## src/rtl/iih_pkg.sv

```systemverilog
// Shared types and constants for the intensity histogram core.
// No dependencies; every other file but the macro header uses it by scoped names.
`timescale 1ns / 1ps

package iih_pkg;

	// Field widths
	localparam int PIX_W      = 17;
	localparam int IDX_W      = 8;
	localparam int N_W        = 9;
	localparam int WID_W      = 9;
	localparam int RCP_W      = 17;
	localparam int VAL_W      = 8;
	localparam int TOTAL_W    = 21;
	localparam int LOW_W      = 16;
	localparam int HIGH_W     = 17;
	localparam int CFG_IDX_W  = 2;
	localparam int CFG_DATA_W = 9;

	// Opcodes; the fourth code is ignored
	localparam logic [1:0] OP_CLEAR = 2'd0;
	localparam logic [1:0] OP_ADD   = 2'd1;
	localparam logic [1:0] OP_READ  = 2'd2;

	// Configuration register indexes
	localparam logic [CFG_IDX_W-1:0] REG_BIN_COUNT    = 2'd0;
	localparam logic [CFG_IDX_W-1:0] REG_PIXEL_FORMAT = 2'd1;

	localparam logic [VAL_W-1:0] VAL_MAX = 8'hFF;

	// Configuration as seen by the front end
	typedef struct packed {
		logic [N_W-1:0]   n;
		logic [WID_W-1:0] w;
		logic [RCP_W-1:0] rcp;
		logic             fmt;
		logic             busy;
	} cfg_t;

	// Classified word passed from front end to back end
	typedef struct packed {
		logic [1:0]        op;
		logic [IDX_W-1:0]  addr;
		logic              bad;
		logic [LOW_W-1:0]  lo;
		logic [HIGH_W-1:0] hi;
	} entry_t;

endpackage

```

## src/rtl/iih_front.sv

```systemverilog
// Front end: accepts items, maps pixels to bins and reads to bounds,
// and pushes classified words into the queue. Depends on iih_pkg.
`timescale 1ns / 1ps

module iih_front (
	input  logic                         clk,
	input  logic                         arst_n,
	input  logic                         push,
	output logic                         full,
	input  logic [1:0]                   opcode,
	input  logic [iih_pkg::PIX_W-1:0]    pixel_value,
	input  logic [iih_pkg::IDX_W-1:0]    bin_index,
	input  iih_pkg::cfg_t                cfg,
	output logic                         q_wr,
	output iih_pkg::entry_t              q_wdata,
	input  logic                         q_full
);

	localparam int SCL_W  = iih_pkg::PIX_W + 8;
	localparam int PROD_W = iih_pkg::VAL_W + iih_pkg::RCP_W;

	logic                          vld_s1;
	logic [1:0]                    op_s1;
	logic [iih_pkg::PIX_W-1:0]     pix_s1;
	logic [iih_pkg::IDX_W-1:0]     idx_s1;

	logic                          vld_s2;
	logic [1:0]                    op_s2;
	logic [iih_pkg::VAL_W-1:0]     v_s2;
	logic [iih_pkg::IDX_W-1:0]     idx_s2;
	logic [iih_pkg::HIGH_W-1:0]    lo_s2;
	logic                          bad_s2;

	logic                          accept;
	logic                          s1_adv;
	logic                          s2_adv;
	logic [SCL_W-1:0]              scaled;
	logic [iih_pkg::VAL_W-1:0]     v;
	logic [iih_pkg::HIGH_W-1:0]    lo_full;
	logic                          bad;
	logic [PROD_W-1:0]             prod;
	logic [iih_pkg::HIGH_W-1:0]    hi_full;
	logic                          is_read;

	assign s2_adv = !vld_s2 || !q_full;
	assign s1_adv = !vld_s1 || s2_adv;
	assign full   = cfg.busy || !s1_adv;
	assign accept = push && !full;

	// Stage 1: pixel to intensity, read index to lower bound
	assign scaled = {pix_s1, 8'd0} - {8'd0, pix_s1};

	always_comb begin
		if (cfg.fmt) begin
			if (scaled[SCL_W-1:16] > 9'(iih_pkg::VAL_MAX)) begin
				v = iih_pkg::VAL_MAX;
			end else begin
				v = scaled[23:16];
			end
		end else begin
			if (pix_s1 > iih_pkg::PIX_W'(iih_pkg::VAL_MAX)) begin
				v = iih_pkg::VAL_MAX;
			end else begin
				v = pix_s1[iih_pkg::VAL_W-1:0];
			end
		end
	end

	assign lo_full = iih_pkg::HIGH_W'({9'd0, idx_s1} * {8'd0, cfg.w});
	assign bad     = ({1'b0, idx_s1} >= cfg.n);

	// Stage 2: bin by reciprocal multiply, upper bound by add
	assign prod    = {{iih_pkg::RCP_W{1'b0}}, v_s2} * {8'd0, cfg.rcp};
	assign hi_full = lo_s2 + {8'd0, cfg.w};
	assign is_read = (op_s2 == iih_pkg::OP_READ);

	// The bin never exceeds n - 1 since n * w >= 256
	always_comb begin
		q_wdata.op   = op_s2;
		q_wdata.addr = is_read ? idx_s2 : prod[23:16];
		q_wdata.bad  = is_read && bad_s2;
		q_wdata.lo   = (is_read && !bad_s2) ? lo_s2[iih_pkg::LOW_W-1:0] : '0;
		q_wdata.hi   = (is_read && !bad_s2) ? hi_full : '0;
	end

	// Drop the unused opcode here
	assign q_wr = vld_s2 && !q_full && (op_s2 == iih_pkg::OP_CLEAR ||
		op_s2 == iih_pkg::OP_ADD || op_s2 == iih_pkg::OP_READ);

	// Stage valids
	always_ff @(posedge clk or negedge arst_n) begin
		if (!arst_n) begin
			vld_s1 <= 1'b0;
			vld_s2 <= 1'b0;
		end else begin
			if (s1_adv) begin
				vld_s1 <= accept;
			end
			if (s2_adv) begin
				vld_s2 <= vld_s1;
			end
		end
	end

	// Stage payloads
	always_ff @(posedge clk) begin
		if (s1_adv && accept) begin
			op_s1  <= opcode;
			pix_s1 <= pixel_value;
			idx_s1 <= bin_index;
		end
		if (s2_adv && vld_s1) begin
			op_s2  <= op_s1;
			v_s2   <= v;
			idx_s2 <= idx_s1;
			lo_s2  <= lo_full;
			bad_s2 <= bad;
		end
	end

endmodule

```

## config.mk

```make
export PLATFORM = sky130hd
export DESIGN_NAME = iih_front
export DESIGN_NICKNAME = d
export VERILOG_FILES = /design/src/rtl/iih_pkg.sv /design/src/rtl/iih_front.sv
export SDC_FILE = /design/constraint.sdc
export NUM_CORES = 1
export LEC_CHECK = 0
export ABC_AREA = 1
export BUFFER_PORTS_ARGS = -buffer_cell sky130_fd_sc_hd__buf_2
export CAP_MARGIN = 20
export CORE_MARGIN = 2
export CORE_UTILIZATION = 59
export CTS_BUF_LIST = sky130_fd_sc_hd__clkbuf_8
export CTS_CLUSTER_SIZE = 12
export DETAILED_ROUTE_END_ITERATION = 10
export PLACE_DENSITY = 0.92
export RECOVER_POWER = 50
export SETUP_SLACK_MARGIN = 0.3
export SYNTH_ARGS = -nofsm -noshare
export SYNTH_HDL_FRONTEND = slang
export SYNTH_SLANG_ARGS = --single-unit
export TNS_END_PERCENT = 100
```

## constraint.sdc

```tcl
create_clock -name clk -period 17.54 [get_ports clk]
set_input_delay 5.262 -clock clk [delete_from_list [all_inputs] [get_ports clk]]
set_output_delay 5.262 -clock clk [all_outputs]
set_load 0.005 [all_outputs]
```

# Word-level counts from Yosys, hierarchy flattened
# Index checks and enable logic that the tools add are counted.
# word_totals
ff_bits,65
latchBits,0
mem_bits_rw,0
rom_bits,0
out_inout_bits,46
mem_count,0
# op_classes
addsub,2
multipliers,2
div_mod_pow,0
order_cmp,3
n_eq_ne,2
n_shift,0
mux,6
n_bitwise,0
reduce_logical,19
# ops
operator,count
two-way mux 8 bit,4
subtractor 25 x 17 -> 25 bit,1
multiplier 8 x 17 -> 24 bit,1
adder 17 x 9 -> 17 bit,1
"greater-than comparator 17 x 8 -> 1 bit, second input constant",1
multiplier 8 x 9 -> 17 bit,1
two-way mux 17 bit,1
two-way mux 16 bit,1
>= comparator 8 x 9 -> 1 bit,1
"greater-than comparator 9 x 8 -> 1 bit, second input constant",1
logical AND 1 bit,7
zero test 1 bit,6
logical OR 1 bit,5
"equality test 2 x 1 -> 1 bit, second input constant",1
"equality test 2 bit, second input constant",1
zero test 2 bit,1

# Longest topological paths before layout
# Gate-level depths: netlist of run 1.
# logic_depth
depth_word,8
ltp_mapped,26

# Worst setup path after synthesis of run 1
# No wires, ideal clock.
# synth_timing
path_type,input-to-output
start,input cfg[13] in the netlist's numbering
end,output q_wdata[41] in the netlist's numbering
t_arrival_ns,8.927
required_ns,12.278
slack_ns,3.351
path_stages,23
path_buffers,1
path_cell_list,clkbuf_1 -> nand2_1 -> inv_1 -> fa_1 -> inv_1 -> fa_1 -> inv_1 -> fa_1 -> inv_1 -> fa_1 -> inv_1 -> ha_1 -> nand2_1 -> nor2_1 -> nand3_1 -> nor2_1 -> nand2_1 -> o21ai_0 -> nor2_1 -> nand2_1 -> nand2_1 -> nand3_1 -> nand2_1
# synth_lines
item,line_no,text
"start, declared",iih_front.sv:13,"input iih_pkg::cfg_t cfg,"
"end, declared",iih_front.sv:15,"output iih_pkg::entry_t q_wdata,"

==> results.ini, run 1 <==
[outcome]
run_status=complete, but fails checks
violations=max-capacitance violations, max-slew violations

[clock_tree]
ctsHoldBuffers=0
cts_tree=yes
clock-sinks=65
numCtsBuffers=9
clk_pin_slew_ns=0.08
root_buffer=clkbuf_8
post_cts_buffers=0
htreeDepth=3
cts_max_path_buffers=2
ctsResizeCount=0
clk_latency_ns=0.36

[sta]
drv_slew=21
finalHoldViolCount=0
fin_crit_sh_pct=83.18
relSlewSlack_pct=-29.73
setup_viol=0
timing.final.ws_setup_ns=2.951
skew_ns=0.009352
finalCriticalPeriod_ns=14.59
rsz0062_at_grt=no
max_clock_freq_mhz=68.55
fin_setup_tns_ns=0
tightest_slew_ns=1.946

[setup_path]
critPathArrivalTime_ns=9.33
rr_worst_depth=13
critical_path.max_stage_delay_ns=0.56
worst_setup_path_end_kind=primary output
cp_common_cell=nand2_1
critPathKind=in2out
cp_max_fo=8
cp_cell_sequence=buf_2, nand2_1, inv_1, fa_1, fa_1, fa_1, inv_1, fa_1, inv_1, ha_1, nand2_1, inv_1, a21boi_0, nor2_1, nor2_1, nand2_1, nand2_1, nand3_1, nand2_1, buf_2
slowest_stage=fa_1
worstPathRequired_ns=12.28
startpoint_type=input port
r2r_slack_ns=13.07
r2r-start=idx_s1[3]$_DFFE_PP_
r2r_end=lo_s2[13]$_DFFE_PP_

[floorplan]
die_y_um=140.7
die_area_mm2=0.01980
core-area_mm2=0.01815
die_w_um=140.7
initial_utilization_pct=60.76
std_cell_rows=49
io-pin-count=114

[final_layout]
instances_no_fill=1829
syn_to_final_growth_pct=7.603
diodes=0
drive_gt1_share_pct=9.688
layout.nets=1897

[place]
place_ws_ns=3.011
routabilityCongestion=0.9795
place_inst=1811
dp_hpwl_mm=22.17
io_buffers=113

[routing]
ant_nets=0
wl_mm=26.93
vias_per_cell=5.369
drc=0
dr.pass1.iters=5
drt_iter0_markers=713
post_drt_wl_per_cell_um=14.72
vias=9820

[synthesis]
synth_area_leaders=fa_1 24%, edfxtp_1 17%, nand2_1 14%
post_synth.cell_area_avg_um2=7.235
syn-cell-area_mm2=0.01103
yosysMostFrequentCell=nand2_1
ys_top_cells_by_count=414 x nand2_1, 410 x inv_1, 131 x fa_1
synth_nets=1826
ys_types=38
ys_async_sr_fraction_pct=3.077
yosysSeqAreaShare_pct=17.61
yosys_warnings=0
synthCells=1524
yosysTopAreaCellShare_pct=23.79
yosys_register_bits=65
ys.flop_type=edfxtp_1
synth_edf_count=63
synth_largest_area_cell=fa_1

[pwr]
vdd_drop_max_mv=0.07109
powerDensity_mw_per_mm2=107.7
leakagePower_nw=7.173

[global_routing]
first_global_vias=10295
overflow=0
grt_max_degree=37
globalRouteTotalUtil_pct=28.54
antenna_found_initial=0
grt_pass1_wl_mm=46.04

[worst_hold_path]
hold_path_end=op_s2[1]$_DFFE_PP_
min_from=op_s1[1]$_DFFE_PP_
min_path_type=reg2reg
min_path_cells=0

[flow_run]
max-cap-violations=1

==> logic make-up (layout without fill, tap and decap cells) <==
logic type                 Yosys count  count (layout)  synth area share (%)
AOI/OAI and AO/OA                  110             110                 5.617
xor gates and xnor gates            19              19                 1.509
adders and majority gates          234             234                 35.47
buffers and inverters              469             545                 16.19
DFF                                 65              65                 17.61
and+or+nand+nor                    627             627                 23.59
==> how the worst max path moves through the flow <==
stage,slack (ns),to,startpoint
final,2.95,q_wdata[37],cfg[8]
after global routing,2.63,q_wdata[41],cfg[13]
after floorplan,3.35,q_wdata[41],cfg[13]
after global placement,3.05,q_wdata[41],cfg[13]
after detailed placement,3.01,q_wdata[41],cfg[13]
after CTS,2.99,q_wdata[41],cfg[13]
==> critical path, delay by kind of cell <==
| family | cells | cell delay [ns] |
|---|---|---|
| AND/OR/NAND/NOR | 8 | 0.76 |
| AO/OA/AOI/OAI | 1 | 0.28 |
| buffers and inverters | 6 | 0.56 |
| adder cells (fa/ha/maj) | 5 | 2.46 |
==> final cells by class <==
type | instances | area [µm²]
Fill cell | 1544 | 6284
Tap cell | 229 | 286.5
Clock inverter | 7 | 81.33
Timing Repair Buffer | 115 | 575.6
Inverter | 414 | 1554
Clock buffer | 9 | 123.9
Multi-Input combinational cell | 990 | 7301
Sequential cell | 65 | 1942
==> report_power, final <==
| group | leakage (nW) | internal [W] | switching, W | total, W |
|---|---|---|---|---|
| Combinational | 6.46 | 0.000345 | 0.000569 | 0.000915 |
| Sequential | 0.610 | 0.000201 | 0.0000249 | 0.000226 |
| Clock | 0.101 | 0.0000678 | 0.0000685 | 0.000136 |
==> through the flow <==
step	utilization (%)	power (W)	area [µm²]	hold WS (ns)
after floorplan	-	0.0008950	11030	0.4003
after global placement	64.25	0.001098	11660	0.4047
after detailed placement	64.25	0.001128	11660	0.4089
after CTS	65.38	0.001272	11870	0.4259
after global routing	65.38	0.001417	11860	0.4240
final	65.38	0.001277	11860	0.4248
==> flip-flops by register name (all words and copies together) (netlist names) <==
signal	cells
op_s1	2
pix_s1	17
idx_s1	8
vld_s2	1
vld_s1	1
bad_s2	1
v_s2	8
op_s2	2
idx_s2	8
lo_s2	17
==> layer usage <==
layer / part of all wire (%) / routed length, µm / GRT usage [%]
met2: 51 / 13710 / 52.02
met5: 0 / 0 / 0
met3: 6.8 / 1826 / 3.668
met4: 4.3 / 1145 / 13.89
met1: 38 / 10250 / 33.21
==> cells in the final DEF, fill, tap and decap left out, drive strengths merged, types with 6 or more instances in the layout <==
master  Yosys  final
a21oi      54     54
buf         9    110
clkbuf     46     14
edfxtp     63     63
fa        131    131
ha        103    103
inv       414    418
nand2     421    421
nand3      59     59
nand4      21     21
nor2      107    107
nor3       12     12
o21ai      32     32
o21bai      6      6
xnor2       8      8
xor2       11     11
Note: power is estimated with default switching activity, not from simulation.
==> run 2, diff against run 1 <==
ABC_AREA = 0   (was 1)
PLACE_DENSITY = 0.93   (was 0.92)
clock period = 14.5 ns   (was 17.54 ns; I/O delays follow)
==> run 2 against run 1 <==
The run still ends with max-capacitance violations, max-slew violations left. Worst hold slack better by 0.0095 ns. Utilization is 0.59 points higher. First-iteration DRC count is 47% lower. Combinational power is 1% higher. Sequential share of layout area is 2.2 points higher. Routed wire length is 26% lower. Die area is 14% lower. Flip-flop and latch count stayed put. Sequential power is 15% higher.
==> results.ini, run 2 <==
[outcome]
run_status=complete, but fails checks  ; unchanged
violations=max-capacitance violations, max-slew violations  ; unchanged

[clock_tree]
post_cts_buffers=0  ; unchanged
root_buffer=clkbuf_8  ; unchanged
clock-sinks=65  ; unchanged
ctsResizeCount=0  ; unchanged
cts_max_path_buffers=2  ; unchanged
htreeDepth=3  ; unchanged
clk_pin_slew_ns=0.06  ; was 0.08 ns
clk_latency_ns=0.37  ; was 0.36 ns
cts_tree=yes  ; unchanged
ctsHoldBuffers=0  ; unchanged
numCtsBuffers=9  ; unchanged

[setup_path]
critPathKind=in2out  ; unchanged
slowest_stage=fa_1  ; unchanged
cp_max_fo=8  ; unchanged
crit_family=adder cells  ; unchanged
critical_path.max_stage_delay_ns=0.56  ; about the same
critPathArrivalTime_ns=9.01  ; was 9.33 ns
worstPathRequired_ns=10.15  ; was 12.28 ns
cp_cell_sequence=buf_2, and2_1, fa_1, fa_1, fa_1, inv_1, fa_1, inv_1, ha_1, a2111o_1, a211oi_2, nor2_1, a21oi_1, xor2_1, o21ai_0, buf_2  ; was buf_2, nand2_1, inv_1, fa_1, fa_1, fa_1, inv_1, fa_1, inv_1, ha_1, nand2_1, inv_1, a21boi_0, nor2_1, nor2_1, nand2_1, nand2_1, nand3_1, nand2_1, buf_2
cp_common_cell=fa_1  ; was nand2_1
worst_setup_path_end_kind=primary output  ; unchanged
startpoint_type=input port  ; unchanged
crit_buf_inv=4  ; was 6

[pwr]
total_power_w=0.001321  ; was 0.001277 W
seqPwrFrac_pct=19.8  ; was 17.7%
pwr-share-clk_pct=10.0  ; was 10.7%
powerDensity_mw_per_mm2=126.5  ; was 107.7 mW/mm²
leakagePower_nw=5.078  ; was 7.173 nW
comb_power_share_pct=70.2  ; was 71.6%
p_int_w=0.0007008  ; was 0.0006147 W
sw_frac_of_total_pct=46.93  ; was 51.88%
vdd_drop_max_mv=0.1001  ; was 0.07109 mV
power.switching_w=0.0006198  ; was 0.0006626 W

[synthesis]
yosysSeqAreaShare_pct=20.47  ; was 17.61%
ys_top_cells_by_count=177 x inv_1, 157 x and2_1, 131 x fa_1  ; was 414 x nand2_1, 410 x inv_1, 131 x fa_1
synth_area_leaders=fa_1 28%, edfxtp_1 20%, ha_1 14%  ; was fa_1 24%, edfxtp_1 17%, nand2_1 14%
synth_nets=1284  ; was 1826
ys_types=53  ; was 38
yosys_register_bits=65  ; unchanged
synth_largest_area_cell=fa_1  ; unchanged
post_synth.cell_area_avg_um2=9.660  ; was 7.235 µm²
syn-cell-area_mm2=0.009487  ; was 0.01103 mm²
synthCells=982  ; was 1524
synth_edf_count=63  ; unchanged
ys.flop_type=edfxtp_1  ; unchanged
yosysTopAreaCellShare_pct=27.64  ; was 23.79%
ys_async_sr_fraction_pct=3.077  ; unchanged
yosysMostFrequentCell=inv_1  ; was nand2_1
yosys_warnings=0  ; unchanged

[final_layout]
final_common_cell=inv_1  ; was nand2_1
syn_to_final_growth_pct=10.05  ; was 7.603%
reg.largest.list=lo_s2: 17 flops, pix_s1: 17 flops  ; unchanged
layout_common_cells=178 x inv_1, 156 x and2_1, 131 x fa_1, 109 x buf_2, 103 x ha_1  ; was 414 x nand2_1, 410 x inv_1, 131 x fa_1, 109 x buf_2, 103 x ha_1
drive_gt1_share_pct=13.02  ; was 9.688%
utilization_pct=65.96  ; was 65.38%
num-fill-cells=1232  ; was 1544
layout.nets=1389  ; was 1897

[sta]
skew_ns=0.01094  ; was 0.009352 ns
finalHoldViolCount=0  ; unchanged
fin_crit_sh_pct=92.11
holdWs_ns=0.4344  ; was 0.4248 ns
drv_slew=37  ; was 21
finalCriticalPeriod_ns=13.36
max_clock_freq_mhz=74.87
relSlewSlack_pct=-36.80  ; was -29.73%
rsz0062_at_grt=no  ; unchanged
tightest_slew_ns=2.052  ; was 1.946 ns
fin_setup_tns_ns=0  ; unchanged
setup_viol=0  ; unchanged

[flow_run]
max-cap-violations=1  ; unchanged

[worst_hold_path]
min_path_type=reg2reg  ; unchanged

[floorplan]
die_y_um=130.8  ; was 140.7 µm
core-area_mm2=0.01583  ; was 0.01815 mm²
io-pin-count=114  ; unchanged
die_w_um=130.8  ; was 140.7 µm
initial_utilization_pct=59.94  ; was 60.76%
std_cell_rows=46  ; was 49
die_area_mm2=0.01711  ; was 0.01980 mm²

[global_routing]
antenna_found_initial=1  ; was 0
grt_pass1_wl_mm=34.18  ; was 46.04 mm
first_global_vias=7626  ; was 10295
globalRouteTotalUtil_pct=25.46  ; was 28.54%
grt_max_degree=37  ; unchanged
overflow=0  ; unchanged

[routing]
dr.pass1.iters=5  ; unchanged
wl_mm=19.80  ; was 26.93 mm
post_drt_wl_per_cell_um=15.14  ; was 14.72 µm
vias=7098  ; was 9820
vias_per_cell=5.427  ; was 5.369
drc=0  ; unchanged
drt_iter0_markers=377  ; was 713
ant_nets=0  ; unchanged

[place]
io_buffers=113  ; unchanged
routabilityCongestion=0.8954  ; was 0.9795
dp_hpwl_mm=16.20  ; was 22.17 mm

==> run 2: final cells by class <==
class | count | area (µm²) | area share [%]
antenna | 1 | 2.502 | 0.02397
clock buffer | 9 | 123.9 | 1.186
clock inverter | 6 | 37.54 | 0.3595
inverter | 177 | 664.4 | 6.364
multi-input combinational | 717 | 6805 | 65.18
sequential | 65 | 1942 | 18.60
tap | 216 | 270.3 | 2.589
timing repair buffer | 117 | 594.3 | 5.693
==> run 2: through the flow <==
| stage | instances | setup WS (ns) | instance area (µm²) |
|---|---|---|---|
| after global routing | 1308 | 0.9201 | 10440 |
| after detailed placement | 1290 | 1.162 | 10260 |
| after floorplan | 982 | 1.846 | 9487 |
| final | 1308 | 1.144 | 10440 |
| after global placement | 1290 | 1.250 | 10260 |
| after CTS | 1305 | 1.138 | 10420 |
==> run 2: per-layer routing <==
layer / vias up / part of all wire, % / global-route usage, %
li1: 3343 / - / -
met1: 3487 / 41 / 31.17
met3: 40 / 6.1 / 4.235
met5: - / 0 / 0
met2: 228 / 50 / 44.55
met4: 0 / 2.9 / 11.20
==> run 2: worst paths after layout <==
path,from,end,slack (ns),cells after the start
worst max-delay path,cfg[6],q_wdata[34],1.14,16
min in group asynchronous,arst_n,vld_s1$_DFFE_PN0P_,3.77,1
worst min register to register,op_s1[0]$_DFFE_PP_,op_s2[0]$_DFFE_PP_,0.43,0
worst max register to register,idx_s1[7]$_DFFE_PP_,lo_s2[14]$_DFFE_PP_,9.84,15
worst min-delay path,op_s1[0]$_DFFE_PP_,op_s2[0]$_DFFE_PP_,0.43,0
max in group asynchronous,arst_n,vld_s2$_DFFE_PN0P_,10.60,1
==> run 2: cells by family (layout without fill, tap and decap cells) <==
group / count (synthesis) / count (layout) / share of synthesized area, %
AOI/OAI and AO/OA: 114 / 114 / 8.098
and+or+nand+nor: 331 / 331 / 18.72
buffers and inverters: 200 / 309 / 7.913
muxes: 3 / 3 / 0.3429
DFF: 65 / 65 / 20.47
xor gates and xnor gates: 35 / 35 / 3.231
other: 0 / 1 / 0
adders and majority gates: 234 / 234 / 41.23
==> run 2: power by group through the flow <==
stage,clock network (W),registers (W),logic [W]
finish,0.000133,0.000261,0.000927
CTS,0.000136,0.000260,0.000933
floorplan,0,0.000254,0.000691
detailed placement,0,0.000264,0.000922
global route,0.000143,0.000264,0.00107
global placement,0,0.000263,0.000886
==> run 3, diff against run 2 <==
clock period = 14.15 ns   (was 14.5 ns; I/O delays follow)
==> run 3 against run 2 <==
The run still ends with max-capacitance violations, max-slew violations left. Clock skew down 0.0016 ns. Clock power grew 20%. Final cell count unchanged. Routed wire length up 2.8%. Highest routed layer unchanged. Count of clock-buffer cells in the layout is the same. Sequential share of layout area decreased by 0.076 points. Sequential power grew 2%. Setup slack lost 0.13 ns. Critical path type unchanged. First-iteration DRC count grew 5.0%.
==> results.ini, run 3 (same netlist as run 2, synthesis figures left out) <==
[outcome]
run_status=complete, but fails checks  ; unchanged
violations=max-capacitance violations, max-slew violations  ; unchanged

[routing]
vias_per_cell=5.511  ; was 5.427
vias=7209  ; was 7098
drt_iter0_markers=396  ; was 377
post_drt_wl_per_cell_um=15.56  ; was 15.14 µm
wl_mm=20.35  ; was 19.80 mm
dr.pass1.iters=5  ; unchanged
ant_nets=0  ; unchanged
drc=0  ; unchanged

[worst_hold_path]
min_path_type=reg2reg  ; unchanged

[flow_run]
max-cap-violations=1  ; unchanged

[setup_path]
worst_setup_path_end_kind=primary output  ; unchanged
critPathArrivalTime_ns=8.89  ; was 9.01 ns
worstPathRequired_ns=9.90  ; was 10.15 ns
startpoint_type=input port  ; unchanged
critPathKind=in2out  ; unchanged
cp_max_fo=8  ; unchanged

[clock_tree]
clock-sinks=65  ; unchanged
root_buffer=clkbuf_8  ; unchanged
cts_tree=yes  ; unchanged
ctsHoldBuffers=0  ; unchanged
htreeDepth=3  ; unchanged
clk_latency_ns=0.36  ; was 0.37 ns
clk_pin_slew_ns=0.07  ; was 0.06 ns
ctsResizeCount=0  ; unchanged
numCtsBuffers=9  ; unchanged
cts_max_path_buffers=2  ; unchanged
post_cts_buffers=0  ; unchanged

[pwr]
total_power_w=0.001390  ; was 0.001321 W
vdd_drop_max_mv=0.1078  ; was 0.1001 mV
leakagePower_nw=5.091  ; was 5.078 nW
powerDensity_mw_per_mm2=132.6  ; was 126.5 mW/mm²

[floorplan]
die_y_um=130.8  ; unchanged
initial_utilization_pct=59.94  ; unchanged
die_area_mm2=0.01711  ; unchanged
core-area_mm2=0.01583  ; unchanged
die_w_um=130.8  ; unchanged
std_cell_rows=46  ; unchanged
io-pin-count=114  ; unchanged

[sta]
fin_setup_tns_ns=0  ; unchanged
holdWs_ns=0.4363  ; was 0.4344 ns
rsz0062_at_grt=no  ; unchanged
skew_ns=0.009311  ; was 0.01094 ns
setup_viol=0  ; unchanged
tightest_slew_ns=2.045  ; was 2.052 ns
relSlewSlack_pct=-36.35  ; was -36.80%
finalCriticalPeriod_ns=13.13
max_clock_freq_mhz=76.13
fin_crit_sh_pct=92.82
finalHoldViolCount=0  ; unchanged
drv_slew=37  ; unchanged

[global_routing]
grt_max_degree=37  ; unchanged
antenna_found_initial=0  ; was 1
grt_pass1_wl_mm=34.90  ; was 34.18 mm
globalRouteTotalUtil_pct=26.00  ; was 25.46%
overflow=0  ; unchanged
first_global_vias=7710  ; was 7626

[place]
routabilityCongestion=0.9065  ; was 0.8954
place_inst=1290  ; unchanged
io_buffers=113  ; unchanged
postPlaceCellArea_mm2=0.01026  ; unchanged
dp_hpwl_mm=16.67  ; was 16.20 mm

[final_layout]
layout.nets=1389  ; unchanged
layout_common_cells=177 x inv_1, 155 x and2_1, 131 x fa_1, 109 x buf_2, 103 x ha_1  ; was 178 x inv_1, 156 x and2_1, 131 x fa_1, 109 x buf_2, 103 x ha_1
syn_to_final_growth_pct=10.50  ; was 10.05%
instances_no_fill=1308  ; unchanged
diodes=0  ; was 1
final_area_mm2=0.01048  ; was 0.01044 mm²
reg.largest.list=lo_s2: 17 flops, pix_s1: 17 flops  ; unchanged
final_common_cell=inv_1  ; unchanged
drive_gt1_share_pct=13.00  ; was 13.02%
num-fill-cells=1208  ; was 1232

==> run 3: layout make-up <==
type | count | area, µm² | area share, %
Multi-Input combinational cell | 717 | 6805 | 64.92
Tap cell | 216 | 270.3 | 2.578
Clock inverter | 7 | 70.07 | 0.6684
Inverter | 177 | 664.4 | 6.338
Clock buffer | 9 | 123.9 | 1.182
Timing Repair Buffer | 117 | 606.8 | 5.789
Sequential cell | 65 | 1942 | 18.52
==> run 3: power breakdown <==
| group | switching, W | total [W] | internal, W |
|---|---|---|---|
| clock network | 0.0000781 | 0.000159 | 0.0000809 |
| registers | 0.0000201 | 0.000267 | 0.000247 |
| logic | 0.000551 | 0.000963 | 0.000412 |
==> run 3: critical path, stage by stage <==
cell	delay (ns)
buf_2	0.14
and2_1	0.18
fa_1	0.53
fa_1	0.53
fa_1	0.55
inv_1	0.05
fa_1	0.53
inv_1	0.05
ha_1	0.32
a2111o_1	0.43
a211oi_2	0.35
nor2_1	0.15
a21oi_1	0.22
xor2_1	0.09
o21ai_0	0.33
buf_2	0.19
==> run 3: path summary, 6_finish.rpt <==
check / to / slack [ns] / start / depth (start not counted)
worst max-delay path: q_wdata[34] / 1.02 / cfg[6] / 16
worst min-delay path: op_s2[0]$_DFFE_PP_ / 0.44 / op_s1[0]$_DFFE_PP_ / 0
worst max register to register: lo_s2[14]$_DFFE_PP_ / 9.35 / idx_s1[7]$_DFFE_PP_ / 15
worst min register to register: op_s2[0]$_DFFE_PP_ / 0.44 / op_s1[0]$_DFFE_PP_ / 0
max in group asynchronous: vld_s2$_DFFE_PN0P_ / 10.36 / arst_n / 1
min in group asynchronous: vld_s1$_DFFE_PN0P_ / 3.66 / arst_n / 1
==> run 3: layer usage <==
metal	global-route usage, %	part of all wire, %	up-vias
li1	-	-	3355
met3	4.642	6.5	62
met2	46.29	50	293
met1	31.33	40	3499
met4	10.51	3.3	0
met5	0	0	-
==> run 3: metrics by stage <==
stage / setup slack, ns / utilization [%]
floorplan: 1.706 / -
global placement: 1.109 / 64.84
detailed placement: 1.005 / 64.84
CTS: 0.9854 / 66.06
global route: 0.8179 / 66.23
finish: 1.015 / 66.23
